**src/hdl/qivr_pkg.sv**
```systemverilog
// Shared types and constants for the quaternion inverse vector rotation pipeline.
package qivr_pkg;

  localparam int unsigned DataWidth = 16;
  localparam int unsigned ProdWidth = 32;
  localparam int unsigned EntryWidth = 34;
  localparam int unsigned TermWidth = EntryWidth + DataWidth;
  localparam int unsigned SumWidth = TermWidth + 2;
  localparam int unsigned FracBits = 28;
  localparam int unsigned QuotWidth = SumWidth - FracBits;

  localparam logic signed [EntryWidth-1:0] OneQ28 = EntryWidth'(64'sd1 <<< FracBits);
  localparam logic signed [SumWidth-1:0] HalfQ28 = SumWidth'(64'sd1 <<< (FracBits - 1));

  typedef struct packed {
    logic signed [DataWidth-1:0] w;
    logic signed [DataWidth-1:0] x;
    logic signed [DataWidth-1:0] y;
    logic signed [DataWidth-1:0] z;
  } quat_t;

  typedef struct packed {
    logic signed [DataWidth-1:0] x;
    logic signed [DataWidth-1:0] y;
    logic signed [DataWidth-1:0] z;
  } vec3_t;

  typedef struct packed {
    logic signed [ProdWidth-1:0] xx;
    logic signed [ProdWidth-1:0] yy;
    logic signed [ProdWidth-1:0] zz;
    logic signed [ProdWidth-1:0] xy;
    logic signed [ProdWidth-1:0] xz;
    logic signed [ProdWidth-1:0] yz;
    logic signed [ProdWidth-1:0] wx;
    logic signed [ProdWidth-1:0] wy;
    logic signed [ProdWidth-1:0] wz;
  } prod_t;

  typedef struct packed {
    logic signed [EntryWidth-1:0] m00;
    logic signed [EntryWidth-1:0] m01;
    logic signed [EntryWidth-1:0] m02;
    logic signed [EntryWidth-1:0] m10;
    logic signed [EntryWidth-1:0] m11;
    logic signed [EntryWidth-1:0] m12;
    logic signed [EntryWidth-1:0] m20;
    logic signed [EntryWidth-1:0] m21;
    logic signed [EntryWidth-1:0] m22;
  } mat_t;

  typedef struct packed {
    logic signed [TermWidth-1:0] t00;
    logic signed [TermWidth-1:0] t01;
    logic signed [TermWidth-1:0] t02;
    logic signed [TermWidth-1:0] t10;
    logic signed [TermWidth-1:0] t11;
    logic signed [TermWidth-1:0] t12;
    logic signed [TermWidth-1:0] t20;
    logic signed [TermWidth-1:0] t21;
    logic signed [TermWidth-1:0] t22;
  } term_t;

endpackage

```
**src/hdl/qivr_round.sv**
```systemverilog
// Stage four: row sums, rounding to integer and saturation to 16 bits.
module qivr_round
  import qivr_pkg::*;
(
  input  logic  clk,
  input  logic  rst,
  input  logic  in_valid,
  output logic  in_ready,
  input  term_t term,
  output logic  out_valid,
  input  logic  out_ready,
  output vec3_t rot
);

  function automatic logic signed [DataWidth-1:0] round_sat(
    input logic signed [TermWidth-1:0] a,
    input logic signed [TermWidth-1:0] b,
    input logic signed [TermWidth-1:0] c
  );
    logic signed [SumWidth-1:0]  sum;
    logic signed [QuotWidth-1:0] quot;
    logic                        over;
    sum  = SumWidth'(a) + SumWidth'(b) + SumWidth'(c) + HalfQ28;
    quot = QuotWidth'(sum >>> FracBits);
    over = (quot[QuotWidth-1:DataWidth-1] != {(QuotWidth - DataWidth + 1){1'b0}}) &&
           (quot[QuotWidth-1:DataWidth-1] != {(QuotWidth - DataWidth + 1){1'b1}});
    if (!over) begin
      return quot[DataWidth-1:0];
    end else if (quot[QuotWidth-1]) begin
      return {1'b1, {(DataWidth - 1){1'b0}}};
    end else begin
      return {1'b0, {(DataWidth - 1){1'b1}}};
    end
  endfunction

  assign in_ready = !out_valid || out_ready;

  always_ff @(posedge clk) begin
    if (rst) begin
      out_valid <= 1'b0;
    end else if (in_ready) begin
      out_valid <= in_valid;
    end
  end

  always_ff @(posedge clk) begin
    if (in_valid && in_ready) begin
      rot.x <= round_sat(term.t00, term.t01, term.t02);
      rot.y <= round_sat(term.t10, term.t11, term.t12);
      rot.z <= round_sat(term.t20, term.t21, term.t22);
    end
  end

endmodule

```
**config.mk**
```make
export PLATFORM = sky130hd
export DESIGN_NAME = qivr_round
export DESIGN_NICKNAME = d
export VERILOG_FILES = /design/src/hdl/qivr_pkg.sv /design/src/hdl/qivr_round.sv
export SDC_FILE = /design/constraint.sdc
export NUM_CORES = 1
export LEC_CHECK = 0
export ABC_AREA = 1
export BUFFER_PORTS_ARGS = -buffer_cell sky130_fd_sc_hd__buf_2
export CAP_MARGIN = 30
export CORE_AREA = 5 5 195 197
export DETAILED_ROUTE_END_ITERATION = 8
export DIE_AREA = 0 0 200 202
export GPL_TIMING_DRIVEN = 0
export PLACE_DENSITY = 0.79
export SLEW_MARGIN = 40
export SYNTH_ARGS = -nofsm -noshare
export SYNTH_HDL_FRONTEND = slang
export SYNTH_SLANG_ARGS = --single-unit
```
**constraint.sdc**
```tcl
create_clock -name clk -period 7.9 [get_ports clk]
set_clock_uncertainty 0.2 [all_clocks]
set_input_delay 1.975 -clock clk [delete_from_list [all_inputs] [get_ports clk]]
set_output_delay 1.975 -clock clk [all_outputs]
set_load 0.02 [all_outputs]
```
**Yosys cells after proc, flatten, opt, wreduce, memory -nomap -nowiden**

Cells that the tools add are included.
W data, S select, Z words.

- Multipliers: 0
- Reductions and logical operators: 9
- Bitwise gates (word level): 0
- Equality and inequality tests: 3
- Mux-type cells: 6
- Add/subtract/negate cells: 9
- Shift-type cells: 0
- Magnitude comparators: 0
- Div/mod/pow operators: 0

Operators with widths:

| cell | count |
|---|---|
| $add A51 B50 Y52 | 3 |
| $add A52 B29 Y52 const B | 3 |
| $add A50 B50 Y51 | 3 |
| $mux W16 | 6 |
| $ne A9 B9 Y1 const B | 3 |
| $reduce_bool A9 Y1 | 3 |
| $logic_and A1 B1 Y1 | 4 |
| $logic_not A1 Y1 | 1 |
| $logic_or A1 B1 Y1 | 1 |

- Input port bits: 454
- Logic and storage cells: 31
- Memories: 0
- Bits in registers: 49
- Bits in latches: 0
- Bits in writable memories: 0
- ROM bits: 0
- Output and inout bits: 50

**Depth between registers and ports, before layout**

- Depth in word-level cells: 6
- Gate-level depth with buffers: 24
- Mapped depth without buffers: 23

**Worst setup path before layout**

OpenSTA, ideal clock, no wires.

- Kind: in2reg
- Start: input term[26] in the netlist's numbering
- End: register rot[10] in the netlist's numbering (data pin)
- Data arrival time: 4.581 ns
- Stages: 19
- Data required time: 7.448 ns
- Buffers on the path: 1
- Library setup time: 0.252 ns
- Slack: 2.866 ns
- Path through: inv_1 > fa_1 > inv_1 > fa_1 > ha_1 > nand2_1 > nor2_2 > inv_2 > nor2_2 > nand2_1 > nor2_1 > nand2_1 > nand4_1 > nand2_1 > nor2_1 > nand3_1 > o21ai_2 > buf_6 > nand2_1

- Longest elaborated chain between the ends: 5
- Elaborated cells between the ends (all ways): 7
- Classes of those cells: add/sub (2); eq/ne (1); mux (2); reduce/logical (2)

Ends and longest elaborated chain:

| item | RTL line | RTL |
|---|---|---|
| start: declaration | qivr_round.sv:9 | `input term_t term,` |
| $add A51 B50 Y52 (*) | qivr_round.sv:23 | `sum = SumWidth'(a) + SumWidth'(b) + SumWidth'(c) + HalfQ28;` |
| $add A52 B29 Y52 (*) | qivr_round.sv:23 |  |
| $ne A9 B9 Y1 / $reduce_bool A9 Y1 (equally long branches) | qivr_round.sv:26, qivr_round.sv:25 |  |
| $logic_and A1 B1 Y1 | qivr_round.sv:25 | `over = (quot[QuotWidth-1:DataWidth-1] != {(QuotWidth - DataWidth + 1){1'b0}}) &&` |
| $mux W16 (*) | qivr_round.sv:27 | `if (!over) begin` |
| end: declaration | qivr_round.sv:12 | `output vec3_t rot` |

Mark *: on every way between the ends. The rest lies on a longest branch, timed or not.
A chain may end at the register's enable or synchronous reset.

**Worst setup path in the final report**

- Start: input term[34] in the netlist's numbering
- End: register rot[14] in the netlist's numbering (data pin)

Same word-level chain as after synthesis.

==> impl_metrics.json <==
{
  "dr.pass1.iters": 6,
  "grt_util_met3": 0.0227,
  "clk_root_buffer_cell": "clkbuf_16",
  "viasPerCell": 4.77,
  "grt_use_met2": 0.493,
  "maxSlewHeadroom": 0.570,
  "r2r-start": "out_valid",
  "antenna_found_initial": 3,
  "path_clk_slew_ps": 80,
  "worstSetupPathType": "input port to register",
  "cts_resized": 0,
  "finalHoldViolCount": 0,
  "drc": 0,
  "ioPinCount": 504,
  "core-area_um2": 36100,
  "die_area_um2": 40400,
  "worst-path-stages": 19,
  "status": "complete, no violations",
  "cts_tree": "built",
  "netlist_area_um2": 18900,
  "yosys.area_share.simple": 0.278,
  "use_met1": 0.354,
  "first_iter_violations": 1055,
  "cp-start-kind": "input port",
  "cp_top_family": "adder cells",
  "io_buffers": 503,
  "fp-row-count": 70,
  "worst_slew_pin_slew_ps": 639,
  "grt_start_max_net_pins": 18,
  "ff2ff_path_depth": 3,
  "fmax_mhz": 174,
  "clock_path_buffers": 2,
  "synth-xor-area-share": 0.0230,
  "synth_compound_gate_area_share": 0.0765,
  "cts_sinks": 49,
  "dp_hpwl_um": 52000,
  "worst_path_max_delay_cell": "fa_1",
  "clock_latency_ps": 300,
  "synth_fa_ha_area_frac": 0.350,
  "postCtsSetupRepairBufs": 0,
  "synth_edf_count": 48,
  "crit_path_max_fanout": 10,
  "async_flop_share": 0,
  "place_congestion": 0.972,
  "required_ps": 7750,
  "ant_nets": 0,
  "cts_buffers": 5,
  "ir_drop_mv": 0.128,
  "end_kind": "register",
  "fin_crit_ps": 5730,
  "total_power_mw": 3.82,
  "drive_gt1_frac": 0.154,
  "finalSetupTns_ps": 0,
  "via_count": 19438,
  "die_x_um": 200,
  "antenna_cells": 0,
  "fin_area_um2": 22200,
  "critPathCapture": "rot[14]",
  "yosysUniqueCellTypes": 40,
  "r2r_setup_slack_ps": 6390,
  "r2r_end": "rot[40]",
  "post_drt_wl_per_cell_um": 13.7,
  "cap_violations": 0,
  "hold_buffers": 0,
  "synth_top_family_by_area": "adder cells",
  "ys_seq_elements": 49,
  "overflow": 0,
  "critPathLaunch": "term[34]",
  "nets": 4501,
  "ys.flop_type": "edfxtp_1",
  "yosysSeqAreaShare": 0.0772,
  "rsz0062_at_grt": "false",
  "synthMuxAreaShare": 0,
  "drt-total-wl_um": 56000,
  "cp.arrival_ps": 5580,
  "post-route-period-util": 0.725,
  "placed_cell_area_um2": 22100,
  "cp_num_buf_inv": 5,
  "path_cells": "buf_2 -> inv_1 -> fa_1 -> inv_1 -> ha_1 -> ha_1 -> nand2_1 -> inv_1 -> a21oi_1 -> o21bai_1 -> a21oi_1 -> nand3_1 -> nand2_1 -> nand3_2 -> xnor2_1 -> nand2_2 -> buf_4 -> nand2_1 -> nand2_1",
  "grtUsageTotal": 0.271,
  "finalSetupViolCount": 0,
  "leakage_nw": 14.5,
  "hold_class": "register to register",
  "area_delta_synth_final_pct": 17.5,
  "avgSynthCellArea_um2": 6.12,
  "initial_core_util": 0.525,
  "cts_max_level": 2,
  "grt_pass1_vias": 19159,
  "synth.net_count": 3988,
  "grt.busiest_layer": "met2",
  "yosys_warnings": 0,
  "synthCells": 3093,
  "die_height_um": 202,
  "drv_slew": 0,
  "grt_pass1_wl_um": 90300,
  "power.density_nw_per_um2": 172,
  "crit_path_max_incr_delay_ps": 550,
  "crit_top_cell": "nand2_1"
}
[cell families after synthesis]
group	after synthesis
DFF	49
and+or+nand+nor	1310
buffers and inverters	978
xor gates and xnor gates	48
adders and majority gates	441
AOI/OAI and AO/OA	267
[synthesized netlist by cell type, types with 2 or more instances]
library cell,count,share of area
nand2_1,886,0.18
a21oi_1,169,0.045
edfxtp_1,48,0.076
nor2_2,4,0.0013
nor2_1,249,0.049
xnor2_1,32,0.015
buf_4,3,0.0012
nand3_1,93,0.025
o21bai_1,28,0.011
inv_2,8,0.0016
nor3b_2,2,0.0013
xor2_1,14,0.0065
and2_1,6,0.0020
nand2_2,5,0.0017
buf_6,3,0.0018
o21ai_0,48,0.013
nor3_1,23,0.0061
nor3_2,2,0.0011
fa_1,147,0.16
a31oi_1,12,0.0040
nand3_2,2,0.0011
inv_1,964,0.19
ha_1,294,0.19
a31o_2,2,0.00093
a21o_1,2,0.00079
o21a_1,3,0.0012
nand4_1,27,0.0089
nor4_1,2,0.00066
nand3b_1,4,0.0016
[state kept, by name, indices dropped and copies added, names as in the netlist]
| register | cells |
|---|---|
| rot | 48 |
| out_valid | 1 |
[worst reg2reg max path: cells and delay by family (launching register included)]
kind,cells,cell delay [ps]
buffers and inverters,2,390
flip-flops,1,360
AO/OA/AOI/OAI,1,260
[layout make-up]
cell class,count,area (µm²)
timing repair buffer,506,2560
sequential,49,1460
fill,3581,13800
multi-input combinational,2066,13800
buffer,6,56.3
inverter,972,3650
clock buffer,5,125
tap,468,586
clock inverter,3,26.3
[metal layers]
metal / vias to the layer above / wire (µm)
met5: - / 0
met1: 8609 / 24200
met3: 57 / 3390
met2: 576 / 27500
met4: 0 / 886
li1: 10196 / -
[layout by cell type (no fill, tap or decap), types with 2 or more instances in the layout]
master	instances
inv_1	964
nand2_1	886
buf_2	503
ha_1	294
nor2_1	249
a21oi_1	168
fa_1	147
nand3_1	93
o21ai_0	48
edfxtp_1	48
xnor2_1	32
o21bai_1	28
nand4_1	27
nor3_1	23
xor2_1	14
a31oi_1	12
inv_2	8
and2_1	6
nand2_2	5
clkbuf_16	5
nor2_2	4
nand3b_1	4
o21a_1	3
buf_4	3
buf_6	3
buf_8	3
nor3_2	2
nor3b_2	2
nand3_2	2
nor4_1	2
a31o_2	2
a21o_1	2
clkinvlp_4	2
[stage by stage]
| stage | util | setup WS, ps | hold slack, ps | std cells |
|---|---|---|---|---|
| 6_report | 0.617 | 2170 | 400 | 4075 |
| 5_1_grt | 0.617 | 1990 | 423 | 4075 |
| 4_1_cts | 0.617 | 2300 | 400 | 4075 |
| 3_5_place_dp | 0.612 | 1990 | 385 | 4067 |
| 3_3_place_gp | 0.611 | 1500 | 298 | 4064 |
| 2_1_floorplan | - | 2870 | 505 | 3093 |
[worst min path at each step]
stage,startpoint,to,slack (ps),depth (start not counted)
floorplan,out_valid,out_valid,510,2
global placement,out_valid,out_valid,300,2
detailed placement,out_valid,out_valid,390,2
CTS,out_valid,out_valid,400,2
global route,out_valid,out_valid,420,2
finish,out_valid,out_valid,400,2
[report_power, final]
| group | internal (mW) | switching [mW] | total, mW |
|---|---|---|---|
| Clock | 0.120 | 0.116 | 0.236 |
| Sequential | 0.417 | 0.0189 | 0.436 |
| Combinational | 1.11 | 2.04 | 3.15 |
Note: power is estimated with default switching activity, not from simulation.
