--- src/hdl/qivr_pkg.sv ---
// Shared types and constants for the quaternion inverse vector rotation pipeline.
package qivr_pkg;

  localparam int unsigned DataWidth = 16;
  localparam int unsigned ProdWidth = 32;
  localparam int unsigned EntryWidth = 34;
  localparam int unsigned TermWidth = EntryWidth + DataWidth;
  localparam int unsigned SumWidth = TermWidth + 2;
  localparam int unsigned FracBits = 28;
  localparam int unsigned QuotWidth = SumWidth - FracBits;

  localparam logic signed [EntryWidth-1:0] OneQ28 = EntryWidth'(64'sd1 <<< FracBits);
  localparam logic signed [SumWidth-1:0] HalfQ28 = SumWidth'(64'sd1 <<< (FracBits - 1));

  typedef struct packed {
    logic signed [DataWidth-1:0] w;
    logic signed [DataWidth-1:0] x;
    logic signed [DataWidth-1:0] y;
    logic signed [DataWidth-1:0] z;
  } quat_t;

  typedef struct packed {
    logic signed [DataWidth-1:0] x;
    logic signed [DataWidth-1:0] y;
    logic signed [DataWidth-1:0] z;
  } vec3_t;

  typedef struct packed {
    logic signed [ProdWidth-1:0] xx;
    logic signed [ProdWidth-1:0] yy;
    logic signed [ProdWidth-1:0] zz;
    logic signed [ProdWidth-1:0] xy;
    logic signed [ProdWidth-1:0] xz;
    logic signed [ProdWidth-1:0] yz;
    logic signed [ProdWidth-1:0] wx;
    logic signed [ProdWidth-1:0] wy;
    logic signed [ProdWidth-1:0] wz;
  } prod_t;

  typedef struct packed {
    logic signed [EntryWidth-1:0] m00;
    logic signed [EntryWidth-1:0] m01;
    logic signed [EntryWidth-1:0] m02;
    logic signed [EntryWidth-1:0] m10;
    logic signed [EntryWidth-1:0] m11;
    logic signed [EntryWidth-1:0] m12;
    logic signed [EntryWidth-1:0] m20;
    logic signed [EntryWidth-1:0] m21;
    logic signed [EntryWidth-1:0] m22;
  } mat_t;

  typedef struct packed {
    logic signed [TermWidth-1:0] t00;
    logic signed [TermWidth-1:0] t01;
    logic signed [TermWidth-1:0] t02;
    logic signed [TermWidth-1:0] t10;
    logic signed [TermWidth-1:0] t11;
    logic signed [TermWidth-1:0] t12;
    logic signed [TermWidth-1:0] t20;
    logic signed [TermWidth-1:0] t21;
    logic signed [TermWidth-1:0] t22;
  } term_t;

endpackage

--- src/hdl/qivr_matrix.sv ---
// Stage two: the transposed rotation matrix entries in Q.28.
module qivr_matrix
  import qivr_pkg::*;
(
  input  logic  clk,
  input  logic  rst,
  input  logic  in_valid,
  output logic  in_ready,
  input  prod_t prod,
  input  vec3_t vec,
  output logic  out_valid,
  input  logic  out_ready,
  output mat_t  mat,
  output vec3_t vec_q
);

  logic signed [EntryWidth-1:0] xx, yy, zz, xy, xz, yz, wx, wy, wz;

  assign xx = EntryWidth'(prod.xx);
  assign yy = EntryWidth'(prod.yy);
  assign zz = EntryWidth'(prod.zz);
  assign xy = EntryWidth'(prod.xy);
  assign xz = EntryWidth'(prod.xz);
  assign yz = EntryWidth'(prod.yz);
  assign wx = EntryWidth'(prod.wx);
  assign wy = EntryWidth'(prod.wy);
  assign wz = EntryWidth'(prod.wz);

  assign in_ready = !out_valid || out_ready;

  always_ff @(posedge clk) begin
    if (rst) begin
      out_valid <= 1'b0;
    end else if (in_ready) begin
      out_valid <= in_valid;
    end
  end

  always_ff @(posedge clk) begin
    if (in_valid && in_ready) begin
      mat.m00 <= OneQ28 - ((yy + zz) <<< 1);
      mat.m01 <= (xy + wz) <<< 1;
      mat.m02 <= (xz - wy) <<< 1;
      mat.m10 <= (xy - wz) <<< 1;
      mat.m11 <= OneQ28 - ((xx + zz) <<< 1);
      mat.m12 <= (yz + wx) <<< 1;
      mat.m20 <= (xz + wy) <<< 1;
      mat.m21 <= (yz - wx) <<< 1;
      mat.m22 <= OneQ28 - ((xx + yy) <<< 1);
      vec_q   <= vec;
    end
  end

endmodule

--- config.mk ---
export PLATFORM = sky130hd
export DESIGN_NAME = qivr_matrix
export DESIGN_NICKNAME = d
export VERILOG_FILES = /design/src/hdl/qivr_pkg.sv /design/src/hdl/qivr_matrix.sv
export SDC_FILE = /design/constraint.sdc
export NUM_CORES = 1
export LEC_CHECK = 0
export ABC_CLOCK_PERIOD_IN_PS = 12300
export BUFFER_PORTS_ARGS = -buffer_cell sky130_fd_sc_hd__buf_2
export CAP_MARGIN = 20
export CORE_AREA = 2 2 290 321
export CTS_CLUSTER_DIAMETER = 200
export CTS_CLUSTER_SIZE = 30
export DETAILED_ROUTE_END_ITERATION = 10
export DIE_AREA = 0 0 292 323
export GPL_TIMING_DRIVEN = 0
export HOLD_SLACK_MARGIN = 0.06
export SLEW_MARGIN = 20
export SYNTH_ARGS = -nofsm -noshare
export SYNTH_HDL_FRONTEND = slang
export SYNTH_SLANG_ARGS = --single-unit
--- constraint.sdc ---
create_clock -name clk -period 12.3 [get_ports clk]
set_clock_uncertainty 0.1 [all_clocks]
set_input_delay 0.615 -clock clk [delete_from_list [all_inputs] [get_ports clk]]
set_output_delay 0.615 -clock clk [all_outputs]
set_load 0.1 [all_outputs]
# Word level (Yosys, flattened, before mapping)
# Index checks and enable logic that the tools add are counted.
classes:
  reduce_logical: 3
  n_addsub: 12
op_table:
  columns: ["operator", "count"]
  rows:
  - ["$add A32 B32 Y33", 6]
  - ["$sub A30 B34 Y34 const A", 3]
  - ["$sub A32 B32 Y33", 3]
  - ["$logic_and A1 B1 Y1", 1]
  - ["$logic_not A1 Y1", 1]
  - ["$logic_or A1 B1 Y1", 1]
totals:
  input_bits: 340
  output_inout_bits: 356
  reg_bits: 349
  wordCells: 28

# Logic depth before layout (Yosys ltp)
# Gate-level depths: netlist (run 1).
logic_depth:
  word_depth: 3
  ltp_mapped: 14

# Least setup slack after synthesis (run 1)
# Ideal clock, no wire load.
synth_path:
  path_type: "flip-flop to flip-flop"
  from: "register out_valid"
  to: "register mat[100] (netlist name), enable pin"
  synth_period_minus_slack_ns: 10.232
  path_stages_with_launch: 3
  slack_ns: 2.068
  t_arrival_ns: 9.387
  required_ns: 11.455
  cell_sequence: "dfxtp_1 -> nand2b_1 -> and2_1"
synth_via:
  elab_chain_cells: 3
synth_rtl:
  columns: ["item", "line", "text"]
  rows:
  - ["start, declared", "qivr_matrix.sv:11", "output logic out_valid,"]
  - ["start signal, assigned", "qivr_matrix.sv:35", "out_valid <= in_valid;"]
  - ["$logic_not A1 Y1", "qivr_matrix.sv:29", "assign in_ready = !out_valid || out_ready;"]
  - ["$logic_or A1 B1 Y1", "qivr_matrix.sv:29", null]
  - ["named net in_ready", "qivr_matrix.sv:8", "output logic in_ready,"]
  - ["$logic_and A1 B1 Y1", "qivr_matrix.sv:40", "if (in_valid && in_ready) begin"]
  - ["end, declared", "qivr_matrix.sv:13", "output mat_t mat,"]
# The timed path passes the listed nets, and every way through them passes these cells.
# A chain may end at the register's enable or synchronous reset.

# Worst setup path in the final report (run 1)
layout_path:
  from: "input port prod[264] (netlist name)"
  to: "register mat[33] (netlist name), data pin"
layout_via:
  elab_chain_cells: 2
layout_rtl:
  columns: ["item", "line", "text"]
  rows:
  - ["start, declared", "qivr_matrix.sv:9", "input prod_t prod,"]
  - ["$add A32 B32 Y33", "qivr_matrix.sv:49", "mat.m22 <= OneQ28 - ((xx + yy) <<< 1);"]
  - ["$sub A30 B34 Y34", "qivr_matrix.sv:49", null]
# No other way between the ends.

==> results.md, run 1 <==
- Status: finished clean
- Post-synthesis xor/xnor area fraction: 10.1%
- Fin crit share: roughly two fifths
- CP Class: in -> reg
- Overall Global Routing Usage: between 15 and 20%
- Final min period: about 4.8 ns
- CP max stage cell: o31ai_1
- Cell Chain, Critical Path: buf_2 -> ha_1 -> and2_1 -> clkbuf_1 -> a21oi_1 -> inv_1 -> o31ai_1 -> nand2_1 -> xnor2_1 -> nand3b_1 -> or4_1 -> or4_1 -> a21oi_1 -> xor2_1
- Initial Util: 29.7%
- Commonest cells in the netlist: 342 x edfxtp_1, 291 x ha_1, 237 x a21oi_1
- Vias: ~24000
- Worst Reg-to-Reg Cells: 4
- Std cell rows: 117
- Post-CTS Resized: 0
- Area grow syn2layout: 20.7%
- Die Span X: 292 um
- Post-synthesis register bit count: 343
- Root buffer cell: clkbuf_16
- Register area share after synthesis: 37.9%
- Origin of the worst setup path: prod[264]
- Design Area, Final: 32800 um^2
- Final RePlAce weighted congestion: 0.933
- Total CTS buffers: 15
- Grt ovf: 0
- Simple-gate area share of the yosys netlist: 13.9%
- CP Max Fanout: 6
- Post-synthesis area per instance: 9.65 um^2
- EDFF count, synth: 342
- Max_cap viols: 0
- Clock sinks: between 300 and 400
- VDD IR-drop max: ~0.095 mV
- Largest family of logic cells by synthesized area: compound AO/OA/AOI/OAI gates
- Post-CTS setup buffers: 0
- CTS tree: built
- Nets: 4175
- Post-DP HPWL: 76700 um
- Die Y-Extent: 323 um
- Cell area after synthesis: 27100 um^2
- Core Box Area: 91500 um^2
- Max incr delay on CP: approximately 0.70 ns
- Ys flop type: edfxtp_1
- Largest net degree at the start of global routing: between 50 and 60
- WHS Path Cells: 1
- Final ANT Viol Nets: 0
- Top-area cell type share of the netlist area: 37.8%
- Async set-reset flop share out of synthesis: 0%
- Worst-path clk slew: ~0.13 ns
- Largest area contributor in the netlist: edfxtp_1
- Global-route wire length before repair: 134000 um
- Ranking of synthesized cells by area: edfxtp_1 38%, ha_1 13%, xnor2_1 7.5%
- H-tree levels: 1
- Hold Path Sink: vec_q[5]
- Final slew viol count: 0
- Ports: 696
- Crit start category: input port
- Fin cells: ~4700
- CTS Hold Bufs: 4
- Routed WL per cell: 19.3 um
- Final Hold Vio Count: 0
- Worst-Margin Slew: 1.04 ns
- Worst hold start: vec[5]
- Post-synthesis mux area share: less than 1%
- Final setup vio count: 0
- Via density: about 5.0
- Remaining DRCs: 0
- Placed Area: ~32000 um^2
- First-pass iteration count of the detailed router: 5
- Initial antenna violation count: 23
- Reg2Reg Capture Point: mat[5]
- Cells after DPL: 4704
- Crit end category: register
- Pwr/cell area: around 140 nW/um^2
- Cells after Synth: 2813
- Vias in the first global route: 22900
- Yosys warning count: 0
- Port bufs: 686
- Compound-Gate Fraction of Synth Area: a little under a fifth
- RSZ-0062 raised after global routing: false
- Fillcell total: 9443
- Routed WL: 91600 um
- Cell variety after synth: 93
- WP data required: 12.53 ns
- Clock Latency Late Sink: approximately 0.54 ns
- Adder-cell share of the synthesized area: 14.1%
- Top-count cell post-synth: edfxtp_1
- HP Class: in -> reg
- Initial DRC count: 1229
- Die footprint: 94300 um^2
- Reg2reg setup slack: about 10 ns
- Leakage power: 14.0 nW
- Arrival time at the worst endpoint: roughly 5.0 ns
- Rel. slew slack: 29.6%
- Worst R2R Start: out_valid
- Layout cells sized above 1: 22.0%
- Max clock buf depth: 3
- Fmax: roughly 210 MHz
routing by layer:
metal  wire length, um  track usage [%]  vias to the layer above
met5                95                0                        -
met4              3470             6.46                       14
met2             46600             34.4                      739
met1             34700             20.3                    11100
met3              6820             3.96                      115
li1                  -                -                    11700
metrics by stage:
stage	setup slack [ns]	setup TNS (ns)	utilization [%]	total power [mW]	hold WS (ns)
after detailed placement	6.99	0	35.3	3.86	0.407
after global placement	-1.38	-453.96	35.1	3.88	0.399
after global routing	7.36	0	35.8	4.69	0.0819
after floorplan	2.07	0	-	3.39	0.584
final	7.51	0	35.8	4.48	0.121
after CTS	7.63	0	35.8	4.53	0.0708
report_power, final:
part	internal, mW	leakage, nW	switching [mW]
combinational	0.532	10.5	1.77
clock	0.234	0.201	0.409
sequential	1.49	3.32	0.0456
total	2.26	14.0	2.22
critical path: cells and delay by family:
kind                     cells  cell delay [ns]
adder cells (fa/ha/maj)      1             0.31
AO/OA/AOI/OAI                3             1.46
buffers and inverters        3             0.42
AND/OR/NAND/NOR              5             1.83
XOR/XNOR                     2             0.39
worst max-delay path by stage:
stage                     endpoint  slack [ns]  cells after the start
final                      mat[33]        7.51                     14
after global placement      mat[5]       -1.38                      3
after global routing      mat[304]        7.36                     15
after detailed placement  mat[304]        6.99                     15
after CTS                 mat[304]        7.63                     15
after floorplan           mat[100]        2.07                      2
cell usage in the layout, fill, tap and decap left out, types with 15 or more instances in the layout:
cell type | netlist | layout
nor4_1 | 22 | 22
nor2b_1 | 36 | 36
edfxtp_1 | 342 | 342
xor2_1 | 82 | 82
nand4_1 | 29 | 29
o21a_1 | 39 | 39
a211oi_1 | 36 | 36
and2_1 | 28 | 27
a21o_1 | 68 | 68
buf_2 | 4 | 690
or4_1 | 23 | 23
o31ai_1 | 23 | 23
o21ai_0 | 122 | 122
a31oi_1 | 23 | 23
diode_2 | 0 | 17
nor3_1 | 81 | 81
nand3_1 | 36 | 36
clkbuf_1 | 77 | 82
xnor2_1 | 231 | 231
or2_2 | 20 | 20
ha_1 | 291 | 291
nand2_1 | 117 | 117
a21oi_1 | 237 | 237
nor2_1 | 236 | 236
o21bai_1 | 51 | 51
clkbuf_16 | 0 | 15
or3_1 | 28 | 28
inv_1 | 228 | 228
nand2b_1 | 39 | 39
o211ai_1 | 19 | 19
and3_1 | 20 | 20
layout make-up:
cell class | count | area [um^2] | share of cell area [%]
inverters | 234 | 878 | 2.68
multi-input cells | 2148 | 15600 | 47.6
repair buffers | 697 | 3650 | 11.1
plain buffers | 96 | 410 | 1.25
diodes | 17 | 42.5 | 0.130
clock buffers | 20 | 394 | 1.20
well taps | 1190 | 1490 | 4.54
flip-flops and latches | 343 | 10300 | 31.4
clock inverters | 1 | 20.0 | 0.0611
logic make-up after synthesis:
family / Yosys count
simple gates: 747
other cells: 1
xor+xnor: 313
flops: 343
buf+inv: 330
fa+ha+maj: 300
compound gates: 775
mux: 4
registers in the layout, indices dropped and copies added (netlist names):
name / flops
vec_q: 48
mat: 294
out_valid: 1
(Power assumes the default switching activity.)
==> run 2, diff against run 1 <==
--- a/config.mk
+++ b/config.mk
@@ -5,7 +5,7 @@
 export SDC_FILE = /design/constraint.sdc
 export NUM_CORES = 1
 export LEC_CHECK = 0
-export ABC_CLOCK_PERIOD_IN_PS = 12300
+export ABC_CLOCK_PERIOD_IN_PS = 4800
 export BUFFER_PORTS_ARGS = -buffer_cell sky130_fd_sc_hd__buf_2
 export CAP_MARGIN = 20
 export CORE_AREA = 2 2 290 321
==> constraint.sdc (replaced) <==
create_clock -name clk -period 4.8 [get_ports clk]
set_clock_uncertainty 0.1 [all_clocks]
set_input_delay 0.24 -clock clk [delete_from_list [all_inputs] [get_ports clk]]
set_output_delay 0.24 -clock clk [all_outputs]
set_load 0.1 [all_outputs]
==> run 2 against run 1 <==
Register-to-register slack lost 7.8 ns; first-iteration DRC count fell by 4.6%; setup slack worse by 7.4 ns; sequential power rose to 2.6 times the previous value; worst hold slack lost 0.0019 ns; routed wire length is 2.2% higher; count of clock-buffer cells in the layout stayed put; cell area up 2.1%; sequential cell count unchanged; utilization grew 0.76 points; die area unchanged; total power grew to 2.6 times the previous value; critical endpoint is now mat[169]; largest power group unchanged.
==> results.md, run 2 (same netlist as run 1, synthesis figures left out) <==
- Ports: 696 (unchanged)
- Largest regs: mat: 294 flops, vec_q: 48 flops, out_valid: 1 flops (unchanged)
- Vias in the first global route: 23700 (was 22900)
- Routed WL: 93600 um (was 91600 um)
- CTS tree: built (unchanged)
- Final RePlAce weighted congestion: 0.928 (was 0.933)
- Initial antenna violation count: 26 (was 23)
- Port bufs: 686 (unchanged)
- Rel. slew slack: 21.1% (was 29.6%)
- Overall Global Routing Usage: 18.8% (was 18.3%)
- Gate power share: 51.5% (was 51.3%)
- Sw Ratio: 49.5% (was 49.6%)
- Die Y-Extent: 323 um (unchanged)
- RSZ-0062 raised after global routing: false (unchanged)
- CP max stage cell: a2111oi_0 (was o31ai_1)
- Nets: 4241 (was 4175)
- Area grow syn2layout: 23.3% (was 20.7%)
- Leakage power: 14.3 nW (was 14.0 nW)
- First-pass iteration count of the detailed router: 6 (was 5)
- Sw power: 5.72 mW (was 2.22 mW)
- Grt ovf: 0 (unchanged)
- Arrival time at the worst endpoint: 4.88 ns (was 5.02 ns)
- Pwr/cell area: 345 nW/um^2 (was 137 nW/um^2)
- CP Class: in -> reg (unchanged)
- Placed Area: 32300 um^2 (about the same)
- Setup_tns: 0 ns (unchanged)
- H-tree levels: 1 (unchanged)
- Design Area, Final: 33500 um^2 (was 32800 um^2)
- Sequential cell fraction of total power: 34.2% (was 34.3%)
- Initial DRC count: 1172 (was 1229)
- Post-DP HPWL: 78100 um (was 76700 um)
- Final slew viol count: 0 (unchanged)
- Remaining DRCs: 0 (unchanged)
- Hold slack final: 0.119 ns (was 0.121 ns)
- WP data required: 5.04 ns (was 12.53 ns)
- VDD IR-drop max: 0.235 mV (was 0.0952 mV)
- Cell Chain, Critical Path: dlygate4sd3_1 -> buf_2 -> ha_1 -> a211o_1 -> a2111oi_4 -> nor4_1 -> o21ai_0 -> a2111oi_0 -> nor2_1 -> nand3_1 -> o221ai_1 -> or3_1 -> nor3_1 -> xnor2_1 (was buf_2 -> ha_1 -> and2_1 -> clkbuf_1 -> a21oi_1 -> inv_1 -> o31ai_1 -> nand2_1 -> xnor2_1 -> nand3b_1 -> or4_1 -> or4_1 -> a21oi_1 -> xor2_1)
- Largest net degree at the start of global routing: 58 (was 55)
- Worst-Margin Slew: 1.15 ns (was 1.04 ns)
- Fin crit share: 96.8%
- Vias: 24100 (was 23700)
- Via density: 5.01 (was 4.99)
- Most common cell after layout, fill and taps aside: buf_2 (unchanged)
- Std cell rows: 117 (unchanged)
- Global-route wire length before repair: 137000 um (was 134000 um)
- Worst-path clk slew: 0.13 ns (about the same)
- Max clock buf depth: 3 (unchanged)
- Total CTS buffers: 15 (unchanged)
- Clock sinks: 343 (unchanged)
- Crit end category: register (unchanged)
- Status: finished clean (unchanged)
- Final Hold Vio Count: 0 (unchanged)
- Final setup vio count: 0 (unchanged)
- Layout cells sized above 1: 21.7% (was 22.0%)
- Most frequent cells in the layout: 690 x buf_2, 342 x edfxtp_1, 291 x ha_1, 237 x a21oi_1, 236 x nor2_1 (unchanged)
- Crit start category: input port (unchanged)
- Max incr delay on CP: 1.10 ns (was 0.70 ns)
- Max_cap viols: 0 (unchanged)
- Core Box Area: 91500 um^2 (unchanged)
- Root buffer cell: clkbuf_16 (unchanged)
- Final min period: about 4.6 ns
- Final ANT Viol Nets: 0 (unchanged)
- CP Max Fanout: 6 (unchanged)
- Die Span X: 292 um (unchanged)
- Routed WL per cell: 19.5 um (was 19.3 um)
- Clock Latency Late Sink: 0.55 ns (was 0.54 ns)
- Clk pwr share: 14.3% (about the same)
- Fmax: 215 MHz
- Post-layout util: 36.6% (was 35.8%)
- Top reg by flops: mat (unchanged)
- Int Power: 5.83 mW (was 2.26 mW)
- Fin cells: 4810 (was 4746)
- Die footprint: 94300 um^2 (unchanged)
- Cells after DPL: 4704 (unchanged)
- Max FFs per register: 294 (unchanged)
- HP Class: in -> reg (unchanged)
- Initial Util: 29.7% (unchanged)
==> run 2: cell types whose count changed in the layout (fill, tap and decap cells not counted), moves of 2 or more <==
| cell | previous run | this run |
|---|---|---|
| diode_2 | 17 | 15 |
| nor3_1 | 81 | 79 |
| nor3_2 | 0 | 2 |
| dlygate4sd3_1 | 4 | 70 |
==> run 2: critical path, delay by kind of cell <==
kind / cells / cell delay [ns]
AO/OA/AOI/OAI: 5 / 2.05
AND/OR/NAND/NOR: 5 / 1.63
buffers and inverters: 2 / 0.63
adder cells (fa/ha/maj): 1 / 0.19
XOR/XNOR: 1 / 0.10
==> run 2: power groups by stage <==
stage	combinational [mW]	sequential (mW)	clock, mW
global placement	5.83	4.04	0
detailed placement	5.87	4.02	0
finish	5.95	3.95	1.65
CTS	5.95	3.96	1.75
floorplan	2.06	6.60	0
global route	6.30	3.98	1.81
==> run 2: worst paths after layout <==
kind / startpoint / end / slack [ns] / cells after the start
max reg2reg: out_valid / mat[205] / 2.46 / 5
min: prod[31] / mat[203] / 0.12 / 5
min reg2reg: out_valid / vec_q[5] / 0.90 / 2
max: prod[256] / mat[169] / 0.16 / 14
==> run 2: metrics by stage <==
step / power, mW / setup slack, ns
detailed placement: 9.90 / -0.261
floorplan: 8.66 / 0.161
CTS: 11.7 / 0.00254
global route: 12.1 / 0.0236
global placement: 9.88 / -0.193
finish: 11.5 / 0.155
==> run 2: cell type report <==
class / count / area (um^2)
fill: 9357 / 58000
multi-input combinational: 2148 / 15600
sequential: 343 / 10300
timing repair buffer: 763 / 4310
tap: 1190 / 1490
inverter: 234 / 878
buffer: 96 / 410
clock buffer: 20 / 394
antenna: 15 / 37.5
clock inverter: 1 / 20.0
==> run 2: repair_timing <==
| item | CTS | global route |
|---|---|---|
| endpoints found under the setup margin | 0 | 10 |
| resized for setup | 0 | 7 |
| hold endpoints to repair | 62 | 0 |
| setup buffers | 0 | 0 |
| hold buffers | 70 | 0 |
==> run 2: metal layers <==
| layer | routed length, um | part of all wire (%) | global-route usage, % | vias to the layer above |
|---|---|---|---|---|
| li1 | - | - | - | 11800 |
| met1 | 35200 | 38 | 20.3 | 11300 |
| met2 | 47700 | 51 | 35.2 | 801 |
| met3 | 6780 | 7.2 | 4.25 | 155 |
| met4 | 3770 | 4.0 | 7.34 | 20 |
| met5 | 141 | 0.15 | 0 | - |
